`src/rtl/cirf_pkg.sv`:
```
// Shared types and codes for the CAN identifier allowlist and rate filter.
package cirf_pkg;

  localparam int ADDR_W = 4;
  localparam int DATA_W = 32;

  localparam logic [1:0] REG_ENFORCE_LENGTH = 2'd0;
  localparam logic [1:0] REG_ENFORCE_RATE   = 2'd1;
  localparam logic [1:0] REG_RULE_COUNT     = 2'd2;

  typedef enum logic [2:0] {
    V_PASS    = 3'd0,
    V_UNKNOWN = 3'd1,
    V_LENGTH  = 3'd2,
    V_RATE    = 3'd3,
    V_WRITTEN = 3'd4
  } verdict_t;

  typedef struct packed {
    logic [31:0] id;
    logic [3:0]  len;
    logic [31:0] period;
  } rule_t;

  typedef struct packed {
    logic [63:0] last;
    logic [31:0] passes;
    logic [31:0] drops;
  } dyn_t;

  typedef struct packed {
    logic capture;
    logic scan;
    logic dyn_read;
    logic eval;
    logic commit;
    logic rule_write;
    logic clear;
  } cmd_t;

  typedef struct packed {
    logic op_in;
    logic match;
    logic scan_end;
    logic clear_end;
    logic out_free;
  } status_t;

endpackage

```
`src/rtl/cirf_ctrl.sv`:
```
// Controller state machine of the CAN filter: clearing pass, scan, counter read, evaluate, commit, rule write.
module cirf_ctrl (
  input  logic              clk,
  input  logic              rst,
  input  logic              in_valid,
  output logic              in_ready,
  input  cirf_pkg::status_t st,
  output cirf_pkg::cmd_t    cmd
);

  typedef enum logic [6:0] {
    S_CLEAR  = 7'b0000001,
    S_IDLE   = 7'b0000010,
    S_SCAN   = 7'b0000100,
    S_DYN    = 7'b0001000,
    S_EVAL   = 7'b0010000,
    S_COMMIT = 7'b0100000,
    S_WRITE  = 7'b1000000
  } state_t;

  state_t state, state_next;

  assign in_ready = state == S_IDLE;

  always_ff @(posedge clk) begin
    if (rst) begin
      state <= S_CLEAR;
    end else begin
      state <= state_next;
    end
  end

  always_comb begin
    cmd        = '0;
    state_next = state;
    unique case (state)
      S_CLEAR: begin
        cmd.clear = 1'b1;
        if (st.clear_end) state_next = S_IDLE;
      end
      S_IDLE: begin
        if (in_valid) begin
          cmd.capture = 1'b1;
          state_next  = st.op_in ? S_WRITE : S_SCAN;
        end
      end
      S_SCAN: begin
        cmd.scan = 1'b1;
        priority if (st.match) state_next = S_DYN;
        else if (st.scan_end)  state_next = S_EVAL;
      end
      S_DYN: begin
        cmd.dyn_read = 1'b1;
        state_next   = S_EVAL;
      end
      S_EVAL: begin
        cmd.eval   = 1'b1;
        state_next = S_COMMIT;
      end
      S_COMMIT: begin
        if (st.out_free) begin
          cmd.commit = 1'b1;
          state_next = S_IDLE;
        end
      end
      S_WRITE: begin
        if (st.out_free) begin
          cmd.rule_write = 1'b1;
          state_next     = S_IDLE;
        end
      end
      default: state_next = S_IDLE;
    endcase
  end

  a_commit_waits: assert property (@(posedge clk) disable iff (rst)
    state == S_COMMIT && !st.out_free |=> state == S_COMMIT)
    else $error("commit left while result register was full");

endmodule

```
`config.mk`:
```
export PLATFORM = sky130hd
export DESIGN_NAME = cirf_ctrl
export DESIGN_NICKNAME = d
export VERILOG_FILES = /design/src/rtl/cirf_pkg.sv /design/src/rtl/cirf_ctrl.sv
export SDC_FILE = /design/constraint.sdc
export NUM_CORES = 1
export LEC_CHECK = 0
export BUFFER_PORTS_ARGS = -buffer_cell sky130_fd_sc_hd__buf_2
export CAP_MARGIN = 40
export CORE_MARGIN = 2
export CORE_UTILIZATION = 25
export DETAILED_ROUTE_END_ITERATION = 12
export SYNTH_ARGS = -nofsm -noshare
export SYNTH_HDL_FRONTEND = slang
export SYNTH_SLANG_ARGS = --single-unit
```
`constraint.sdc`:
```
create_clock -name clk -period 2.1 [get_ports clk]
set_input_delay 0.21 -clock clk [delete_from_list [all_inputs] [get_ports clk]]
set_output_delay 0.21 -clock clk [all_outputs]
set_load 0.03 [all_outputs]
```
# Yosys cells after proc, flatten, opt, wreduce, memory -nomap -nowiden
# Index checks and enable logic that the tools add are counted.
# word_totals
regBits,7
inputBits,8
word_cells,30
# op_classes
n_eq_ne,11
mux,16
n_reduce_logical,2
# ops
op,n
two-way mux 7 bit,6
one-hot mux 7 bit (6 select lines),1
two-way mux 1 bit,9
== test 7 x 1 -> 1 bit (second input constant),1
== test 7 x 2 -> 1 bit (second input constant),1
== test 7 x 3 -> 1 bit (second input constant),1
== test 7 x 4 -> 1 bit (second input constant),1
== test 7 x 5 -> 1 bit (second input constant),1
== test 7 x 6 -> 1 bit (second input constant),1
== test 7 bit (second input constant),1
inequality test 2 bit (second input constant),2
AND reduction 4 bit,1
inequality test 3 bit (second input constant),1
inequality test 2 x 1 -> 1 bit (second input constant),1
OR reduction 2 bit,1

# Logic depth before layout (Yosys ltp)
# Gate-level depths: netlist of the first run.
# depth
depth_word,4
mapped_depth,4
depth_no_buf,4

# Worst setup path after synthesis of the first run
# Ideal clock, no wire load.
# synth_timing
kind,register -> output
start,reg state[3]
end,out cmd[6] (netlist name)
arrival_time_ns,1.865
setup_slack_ns,0.025
stages_incl_launch_ff,5
n_path_buf,0
path_cell_list,dfxtp_1 or3_4 or2_2 nor2_1 and2_1
# synth_rtl
element,line,source
from (decl),cirf_ctrl.sv:21,"state_t state, state_next;"
from (signal assigned),cirf_ctrl.sv:29,state <= state_next;
to (decl),cirf_ctrl.sv:8,output cirf_pkg::cmd_t cmd

==> results of run 1 <==
-- per-stage QoR --
step                      std cells  hold slack, ns
final                           101           0.205
after global routing            101           0.191
after CTS                       101           0.190
after detailed placement         97           0.464
after global placement           97           0.460
after floorplan                  55           0.279
-- logic make-up after synthesis --
| logic type | count (synthesis) |
|---|---|
| and+or+nand+nor | 33 |
| AOI/OAI and AO/OA | 9 |
| DFF | 7 |
| buffers and inverters | 3 |
| xor gates and xnor gates | 2 |
| muxes | 1 |
-- power breakdown --
| part | internal, W | switching (W) | total (W) |
|---|---|---|---|
| combinational | 0.0000495 | 0.0000584 | 0.000108 |
| clock | 0.0000726 | 0.0000503 | 0.000123 |
| sequential | 0.000140 | 0.0000140 | 0.000154 |
-- routing by layer --
metal / part of all wire (%) / wire [um] / up-vias
met5: 0 / 0 / -
met4: 0 / 0 / 0
li1: - / - / 244
met2: 48 / 573 / 17
met1: 43 / 506 / 228
met3: 9.2 / 109 / 0
-- path summary, 6_finish.rpt --
path                         startpoint               endpoint  cells after the start
hold / removal                      rst  state[6]$_SDFFE_PP0P_                      2
setup / recovery  state[3]$_SDFFE_PP0P_                 cmd[6]                      5
hold reg to reg   state[5]$_SDFFE_PP0P_  state[5]$_SDFFE_PP0P_                      2
setup reg to reg  state[1]$_SDFFE_PP0P_  state[1]$_SDFFE_PP0P_                      4
-- layout by cell type (no fill, tap or decap), types with 2 or more instances in the layout --
cell,count
sky130_fd_sc_hd__a21oi_1,2
sky130_fd_sc_hd__buf_2,14
sky130_fd_sc_hd__clkbuf_4,3
sky130_fd_sc_hd__dfxtp_1,7
sky130_fd_sc_hd__inv_1,3
sky130_fd_sc_hd__nand2_1,2
sky130_fd_sc_hd__nor2_1,3
sky130_fd_sc_hd__nor3_1,4
sky130_fd_sc_hd__nor3b_1,4
sky130_fd_sc_hd__o21a_1,2
sky130_fd_sc_hd__or2_2,2
-- worst max-delay path, stage by stage, from the launching register on --
cell	delay, ns
sky130_fd_sc_hd__dfxtp_1	0.37
sky130_fd_sc_hd__or3_4	0.40
sky130_fd_sc_hd__or2_2	0.32
sky130_fd_sc_hd__nor2_1	0.13
sky130_fd_sc_hd__and2_1	0.13
sky130_fd_sc_hd__buf_2	0.18
-- area by class of cell --
class                      instances  area share [%]
multi-input combinational         45            55.4
sequential                         7            21.6
timing repair buffer              15            12.0
tap                               27            5.21
clock buffer                       4            4.05
inverter                           3            1.74
-- timing repair --
action / 4_1_cts / 5_1_grt
hold endpoints to repair: 0 / 0
setup endpoints to repair: 0 / 1
gates resized for setup: 0 / 2
==> flow_summary_export.csv, run 1 <==
group,metric,value,unit
status,status,"finished, final reports clean",
power,p_per_area,594,nW/um^2
setup_path,cp_data_arrival_time,1.78,ns
layout,layout-drive-gt1-share,40.5,%
clock_network,root_driver,"sky130_fd_sc_hd__clkbuf_4",
synthesis,yosys.area_share.xor_xnor,3.43,%
synthesis,synthesis.nets,63,
grt,grtUsageMet3,6.75,%
routing,drt_iter0_markers,5,
layout,diodes,0,
synthesis,synth-seq-area-share,27.5,%
timing,setup_tns,0,ns
routing,detail_route.vias_per_cell,4.84,
layout,area.growth.synth_to_final,27.0,%
layout,largest-register,"state",
clock_network,cts-htree-levels,1,
layout,area_of_the_multi_input_gates,359,um^2
synthesis,yosys_most_used_dff,"sky130_fd_sc_hd__dfxtp_1",
setup_path,worst_ep_required_time,1.89,ns
place,gp_routability_congestion,0.748,
layout,layout.nets,83,
layout,layout.filler_cells,222,
setup_path,path_class,"reg -> out",
synthesis,cell_area_after_synthesis,510,um^2
routing,avgRoutedWirePerCell,11.8,um
timing,unrepaired_setup_endpoints_after_global_routing,"no",
grt,globalRouteMet2Util,18.0,%
synthesis,ys_async_sr_fraction,0,%
synthesis,synth_top_area_share,27.5,%
place,dpl_worst_slack,0.338,ns
place,numPortBuffers,15,
floorplanning,placementRows,16,
synthesis,synthesis.area_per_instance,9.28,um^2
layout,biggestRegsByFlops,"state: 7 flops",
clock_network,clockBufferDepth,2,
clock_network,tritoncts,"done",
worst_hold_path,timing.hold.worst.class,"in -> reg",
floorplanning,vertical_extent_of_the_die,49.2,um
floorplanning,fp.dieArea,2420,um^2
synthesis,ys_ff_latch,7,
grt,gr-usage-all-layers,11.3,%
timing,timing.final.setup_violations,0,
timing,achievable_frequency,502,MHz
synthesis,post-synth-top-count-cell,"sky130_fd_sc_hd__dfxtp_1",
timing,finClkSkew,0.000637,ns
floorplanning,core_area,1940,um^2
clock_network,clkLatencyLatePin,0.25,ns
synthesis,synthTopCellsByArea,"sky130_fd_sc_hd__dfxtp_1 (27%), sky130_fd_sc_hd__nor3b_1 (5.9%), sky130_fd_sc_hd__nor4_4 (4.2%), sky130_fd_sc_hd__nor3_1 (3.9%), sky130_fd_sc_hd__mux2_4 (2.9%)",
grt,grt_max_degree,10,
layout,sequential_cell_area,140,um^2
routing,postRouteWirelength,1.19,mm
timing,finalHoldViolCount,0,
floorplanning,initial_utilization,26.3,%
routing,drtAntennaViolNets,0,
setup_path,crit_path_max_fanout,7,
grt,globalRouteMet1Util,13.2,%
clock_network,clk_transition_reported_paths,0.05,ns
synthesis,yosys.area_share.adder,0,%
setup_path,reg2reg_setup_slack,0.33,ns
clock_network,cts.hold.buffers_added,0,
synthesis,post_synth_inst_count,55,
power,power.leakage,0.296,nW
setup_path,cp-start-kind,"flip-flop",
power,design_power_total,0.000385,W
synthesis,synth_top_family_by_area,"simple AND/OR/NAND/NOR gates",
synthesis,top_cell_type_by_total_area_after_synthesis,"sky130_fd_sc_hd__dfxtp_1",
timing,timing.final.ws_setup,0.108,ns
timing,final.period_utilization,94.8,%
place,placed_area,619,um^2
grt,initial_antenna_violation_count,0,
floorplanning,top_level_ports,16,
floorplanning,die-width,49.2,um
clock_network,clock_sink_count,7,
power,ir_drop,294,uV
timing,slew_headroom,76.7,%
grt,grt_first_pass_wirelength,2.11,mm
layout,largest_register_ff_count,7,
timing,final_critical_path_required_period,1.99,ns
synthesis,synth_compound_gate_area_share,13.7,%
routing,num_vias,489,
grt,number_of_global_route_vias_before_repair,495,
timing,actual_slew_at_the_worst_max_slew_pin,0.344,ns
setup_path,critical_path.endpoint_type,"output port",
synthesis,netlist-cell-type-count,35,
synthesis,synthSimpleGateAreaFrac,50.2,%
routing,drc_errors,0,
job,drv_cap,0,
grt,global_route.overflow_total,0,
clock_network,post-cts-setup-buffer-count,0,
layout,fin_area,648,um^2
clock_network,cts_buffers,3,
routing,drtPass1Iterations,4,
synthesis,synth-warning-count,0,
timing,drv_slew,0,
synthesis,synth_top_cells_by_count,"sky130_fd_sc_hd__dfxtp_1 (7), sky130_fd_sc_hd__nor3_1 (4), sky130_fd_sc_hd__nor3b_1 (4)",
grt,grt-busiest-layer,"met2",
layout,final_core_util,33.4,%
synthesis,muxShareOfSynthArea,2.94,%
place,detailedPlacementHpwl,954,um
synthesis,synth_edf_count,0,
Note: power is estimated with default switching activity, not from simulation.
==> run 2: changes to the inputs <==
CORE_AREA = 2 2 39 41   (was unset)
CORE_MARGIN = unset   (was 2)
CORE_UTILIZATION = unset   (was 25)
DIE_AREA = 0 0 41 43   (was unset)
==> run 2 against run 1 <==
Effect of this change: design area shrank 1.9%; hold slack gained 0.021 ns; wire length shrank 7.7%; clock power is essentially flat; critical path type unchanged; first-iteration DRC count grew 80%; register-to-register slack gained 0.04 ns; global-route usage grew 4.2 points; clock skew grew 0.0018 ns; non-clock buffer count is the same.
==> flow_summary_export.csv, run 2 (same netlist as run 1, synthesis figures left out) <==
group,metric,value,unit
status,status,"finished, final reports clean",
grt,grtUsageMet3,7.85,%
floorplanning,vertical_extent_of_the_die,43,um
layout,area.growth.synth_to_final,24.5,%
layout,layout_commonest_cell,"sky130_fd_sc_hd__buf_2",
timing,unrepaired_setup_endpoints_after_global_routing,"no",
setup_path,crit-reg2reg-capture,"state[1]$_SDFFE_PP0P_",
layout,layout.filler_cells,143,
place,gp_routability_congestion,0.762,
setup_path,cp-endpoint,"cmd[0]",
grt,grt-busiest-layer,"met1",
timing,setup_tns,0,ns
floorplanning,placementRows,14,
setup_path,path_class,"reg -> out",
timing,timing.final.setup_violations,0,
grt,global_route.overflow_total,0,
floorplanning,initial_utilization,36.9,%
clock_network,cts_repair_resize_count,0,
setup_path,setup.worst_path.start,"state[2]$_SDFFE_PP0P_",
routing,detail_route.vias_per_cell,5.19,
routing,drt_iter0_markers,9,
setup_path,r2r_cells,4,
setup_path,cp_data_arrival_time,1.76,ns
routing,postRouteWirelength,1.10,mm
layout,final_core_util,45.9,%
timing,final.period_utilization,94.0,%
timing,finalHoldViolCount,0,
floorplanning,core_area,1380,um^2
job,drv_cap,0,
place,detailedPlacementHpwl,852,um
floorplanning,fp.dieArea,1760,um^2
setup_path,worstPathCellList,"or3_4, or2_2, nor3b_2, buf_2",
layout,area_of_the_multi_input_gates,359,um^2
layout,largest_register_ff_count,7,
floorplanning,top_level_ports,16,
timing,final_critical_path_required_period,1.97,ns
timing,achievable_frequency,506,MHz
setup_path,critical_path.endpoint_type,"output port",
timing,actual_slew_at_the_worst_max_slew_pin,0.322,ns
grt,grt_first_pass_wirelength,1.84,mm
clock_network,clockBufferDepth,2,
layout,layout-drive-gt1-share,41.9,%
grt,grt_max_degree,10,
power,p_per_area,600,nW/um^2
setup_path,cell_with_the_largest_stage_delay_on_the_worst_path,"sky130_fd_sc_hd__or3_4",
routing,avgRoutedWirePerCell,12.2,um
setup_path,crit_buf_inv,1,
clock_network,cts.hold.buffers_added,0,
layout,largest-register,"state",
layout,sequential_cell_area,141,um^2
timing,finClkSkew,0.00249,ns
timing,drv_slew,0,
grt,globalRouteMet2Util,19.7,%
layout,layout.nets,83,
floorplanning,die-width,41,um
setup_path,cp-start-kind,"flip-flop",
layout,diodes,0,
worst_hold_path,timing.hold.worst.class,"in -> reg",
setup_path,crit_path_max_fanout,5,
setup_path,worst_ep_required_time,1.89,ns
layout,biggestRegsByFlops,"state: 7 flops",
routing,drtAntennaViolNets,0,
place,dp_cells,86,
setup_path,reg2reg_setup_slack,0.37,ns
power,power.leakage,0.296,nW
setup_path,critPathMaxStageDelay,0.41,ns
layout,mostFrequentLayoutCells,"sky130_fd_sc_hd__buf_2 (14), sky130_fd_sc_hd__dfxtp_1 (6), sky130_fd_sc_hd__nor3_1 (4), sky130_fd_sc_hd__nor3b_1 (4), sky130_fd_sc_hd__clkbuf_4 (4)",
grt,initial_antenna_violation_count,0,
grt,globalRouteMet1Util,22.7,%
routing,drtPass1Iterations,2,
setup_path,crit-reg2reg-launch,"state[0]$_SDFFE_PP1P_",
power,ir_drop,329,uV
routing,num_vias,467,
layout,finish.cell_count_without_fillers,90,
clock_network,tritoncts,"done",
timing,holdWs,0.226,ns
clock_network,root_driver,"sky130_fd_sc_hd__clkbuf_4",
setup_path,top_cell_family_by_delay_on_the_critical_path,"simple AND/OR/NAND/NOR gates",
clock_network,cts-htree-levels,1,
place,numPortBuffers,15,
setup_path,worstSetupPathDepth,4,
grt,gr-usage-all-layers,15.5,%
clock_network,clk_transition_reported_paths,0.05,ns
routing,drc_errors,0,
clock_network,post-cts-setup-buffer-count,0,
worst_hold_path,min_path_cells,3,
clock_network,clkLatencyLatePin,0.25,ns
grt,number_of_global_route_vias_before_repair,403,
clock_network,clock_sink_count,7,
timing,slew_headroom,78.3,%
clock_network,cts_buffers,3,
## run 2: cell count changes in the layout (fill, tap and decap cells not counted), sizes merged
cell,before,now
clkbuf,4,5
buf,15,14
## run 2: power breakdown
part | internal, W | switching [W] | total, W
sequential | 0.000140 | 0.0000126 | 0.000153
clock | 0.0000726 | 0.0000512 | 0.000124
combinational | 0.0000481 | 0.0000565 | 0.000105
total | 0.000261 | 0.000120 | 0.000381
## run 2: area by class of cell
type | instances | area share, %
clock buffers | 4 | 4.13
flip-flops and latches | 7 | 22.2
well taps | 16 | 3.15
repair buffers | 15 | 12.2
inverters | 3 | 1.77
multi-input cells | 45 | 56.5
## run 2: routing by layer
layer / wire, um / up-vias
li1: - / 246
met1: 567 / 210
met5: 0 / -
met2: 469 / 11
met3: 61 / 0
met4: 0 / 0
## run 2: per-stage QoR
stage / setup WS [ns] / total power [W] / instance area [um^2]
final: 0.126 / 0.000381 / 636
after global routing: 0.0211 / 0.000404 / 636
after CTS: 0.0973 / 0.000386 / 632
after detailed placement: 0.373 / 0.000259 / 606
after global placement: 0.371 / 0.000259 / 606
after floorplan: 0.0251 / 0.000231 / 510
## run 2: worst min path at each step
| stage | slack, ns | to | start |
|---|---|---|---|
| 2_1_floorplan | 0.28 | state[6]$_SDFFE_PP0P_ | rst |
| 4_1_cts | 0.22 | state[6]$_SDFFE_PP0P_ | rst |
| 5_1_grt | 0.23 | state[0]$_SDFFE_PP1P_ | st[1] |
| 3_5_place_dp | 0.49 | state[0]$_SDFFE_PP1P_ | st[1] |
| 6_report | 0.23 | state[0]$_SDFFE_PP1P_ | st[1] |
| 3_3_place_gp | 0.48 | state[0]$_SDFFE_PP1P_ | st[1] |
## run 2: tightest hold or removal path: cells and delay by family
family,cells,cell delay (ns)
buffers and inverters,2,0.14
AOI/OAI and AO/OA,1,0.09
==> run 3: changes to the inputs <==
PLACE_DENSITY = 0.65   (was unset)
==> run 3 against run 2 <==
Effect of this change: non-clock buffer count stayed put; sequential share of layout area is 0.066 points lower; flip-flop and latch count stayed put; core utilization is 0.27 points lower; critical path type unchanged; clock skew hardly changed; setup slack worse by 0.016 ns; maximum frequency is 0.83% lower; first-iteration DRC count is 56% lower; final cell count stayed put.
==> flow_summary_export.csv, run 3 (same netlist as run 1, synthesis figures left out) <==
group,metric,value,unit
status,status,"finished, final reports clean",
timing,holdWs,0.199,ns
routing,drtAntennaViolNets,0,
timing,final_critical_path_required_period,1.99,ns
power,ir_drop,270,uV
setup_path,critPathMaxStageDelay,0.40,ns
setup_path,cp-start-kind,"flip-flop",
clock_network,clkLatencyLatePin,0.25,ns
timing,timing.final.setup_violations,0,
clock_network,root_driver,"sky130_fd_sc_hd__clkbuf_4",
grt,grtUsageMet3,7.85,%
routing,postRouteWirelength,1.07,mm
routing,drt_iter0_markers,4,
setup_path,crit_path_max_fanout,7,
clock_network,cts.hold.buffers_added,0,
floorplanning,initial_utilization,36.9,%
layout,largest-register,"state",
place,gp_routability_congestion,0.755,
clock_network,tritoncts,"done",
layout,layout_commonest_cell,"sky130_fd_sc_hd__buf_2",
timing,actual_slew_at_the_worst_max_slew_pin,0.366,ns
clock_network,clk_transition_reported_paths,0.05,ns
clock_network,cts_buffers,3,
timing,setup_tns,0,ns
grt,grt_max_degree,10,
timing,final.period_utilization,94.8,%
layout,area.growth.synth_to_final,23.8,%
job,drv_cap,0,
layout,sequential_cell_area,140,um^2
setup_path,critical_path.endpoint_type,"output port",
setup_path,crit-reg2reg-launch,"state[1]$_SDFFE_PP0P_",
grt,globalRouteMet1Util,18.8,%
setup_path,path_class,"reg -> out",
timing,unrepaired_setup_endpoints_after_global_routing,"no",
routing,avgRoutedWirePerCell,11.8,um
clock_network,cts_repair_resize_count,0,
floorplanning,core_area,1380,um^2
layout,final_core_util,45.7,%
grt,globalRouteMet2Util,20.3,%
layout,layout-drive-gt1-share,40.5,%
timing,drv_slew,0,
power,p_per_area,603,nW/um^2
grt,global_route.overflow_total,0,
setup_path,worst_ep_required_time,1.89,ns
layout,mostFrequentLayoutCells,"sky130_fd_sc_hd__buf_2 (15), sky130_fd_sc_hd__dfxtp_1 (7), sky130_fd_sc_hd__nor3_1 (4), sky130_fd_sc_hd__nor3b_1 (4)",
setup_path,r2r_cells,4,
layout,area_of_the_multi_input_gates,359,um^2
floorplanning,fp.dieArea,1760,um^2
routing,num_vias,479,
clock_network,post-cts-setup-buffer-count,0,
timing,timing.final.ws_setup,0.109,ns
floorplanning,top_level_ports,16,
setup_path,setup.worst_path.start,"state[3]$_SDFFE_PP0P_",
layout,biggestRegsByFlops,"state: 7 flops",
setup_path,cp-endpoint,"cmd[6]",
setup_path,cell_with_the_largest_stage_delay_on_the_worst_path,"sky130_fd_sc_hd__or3_4",
routing,drtPass1Iterations,4,
grt,grt-busiest-layer,"met2",
grt,grt_first_pass_wirelength,1.70,mm
routing,drc_errors,0,
layout,layout.filler_cells,140,
routing,detail_route.vias_per_cell,5.32,
timing,finClkSkew,0.00289,ns
timing,finalHoldViolCount,0,
clock_network,cts-htree-levels,1,
place,detailedPlacementHpwl,822,um
setup_path,worstPathCellList,"or3_4, or2_2, nor2_1, and2_1, buf_2",
floorplanning,vertical_extent_of_the_die,43,um
floorplanning,die-width,41,um
place,placed_area,606,um^2
layout,layout.nets,83,
place,dpl_worst_slack,0.367,ns
worst_hold_path,timing.hold.worst.class,"in -> reg",
grt,initial_antenna_violation_count,0,
layout,fin_area,632,um^2
setup_path,reg2reg_setup_slack,0.35,ns
layout,largest_register_ff_count,7,
clock_network,clock_sink_count,7,
power,power.leakage,0.296,nW
setup_path,crit-reg2reg-capture,"state[1]$_SDFFE_PP0P_",
timing,achievable_frequency,502,MHz
clock_network,clockBufferDepth,2,
setup_path,cp_data_arrival_time,1.78,ns
timing,slew_headroom,75.3,%
place,numPortBuffers,15,
floorplanning,placementRows,14,
grt,gr-usage-all-layers,14.8,%
layout,diodes,0,
grt,number_of_global_route_vias_before_repair,411,
-- run 3: cell types whose count changed in the layout (fill, tap and decap cells not counted), sizes merged --
cell    before  now
clkbuf       5    4
buf         14   15
-- run 3: area by class of cell --
| cell class | instances | area share [%] |
|---|---|---|
| sequential | 7 | 22.2 |
| timing repair buffer | 15 | 11.9 |
| multi-input combinational | 45 | 56.8 |
| tap | 16 | 3.17 |
| clock buffer | 4 | 4.16 |
| inverter | 3 | 1.78 |
-- run 3: worst min-delay path by stage --
stage / start / end / slack [ns] / depth (start not counted)
final: rst / state[6]$_SDFFE_PP0P_ / 0.20 / 2
after global placement: rst / state[6]$_SDFFE_PP0P_ / 0.46 / 2
after CTS: rst / state[6]$_SDFFE_PP0P_ / 0.20 / 2
after detailed placement: rst / state[6]$_SDFFE_PP0P_ / 0.46 / 2
after global routing: rst / state[6]$_SDFFE_PP0P_ / 0.21 / 2
after floorplan: rst / state[6]$_SDFFE_PP0P_ / 0.28 / 1
-- run 3: through the flow --
step           power (W)  cells
5_1_grt         0.000404     90
3_3_place_gp    0.000259     86
4_1_cts         0.000385     90
3_5_place_dp    0.000261     86
2_1_floorplan   0.000231     55
6_report        0.000381     90
-- run 3: critical path, delay by kind of cell, from the launching register on --
family,cells,cell delay [ns]
simple gates,4,0.98
flops,1,0.37
buf+inv,1,0.18
-- run 3: where the power goes --
group,leakage (nW),switching [W],internal [W]
registers,0.0572,0.0000138,0.000140
logic,0.224,0.0000563,0.0000476
clock network,0.0150,0.0000509,0.0000726
-- run 3: layer usage --
metal	vias up	routed length, um
li1	249	-
met1	213	512
met2	15	472
met3	2	63
met4	0	17
met5	-	0
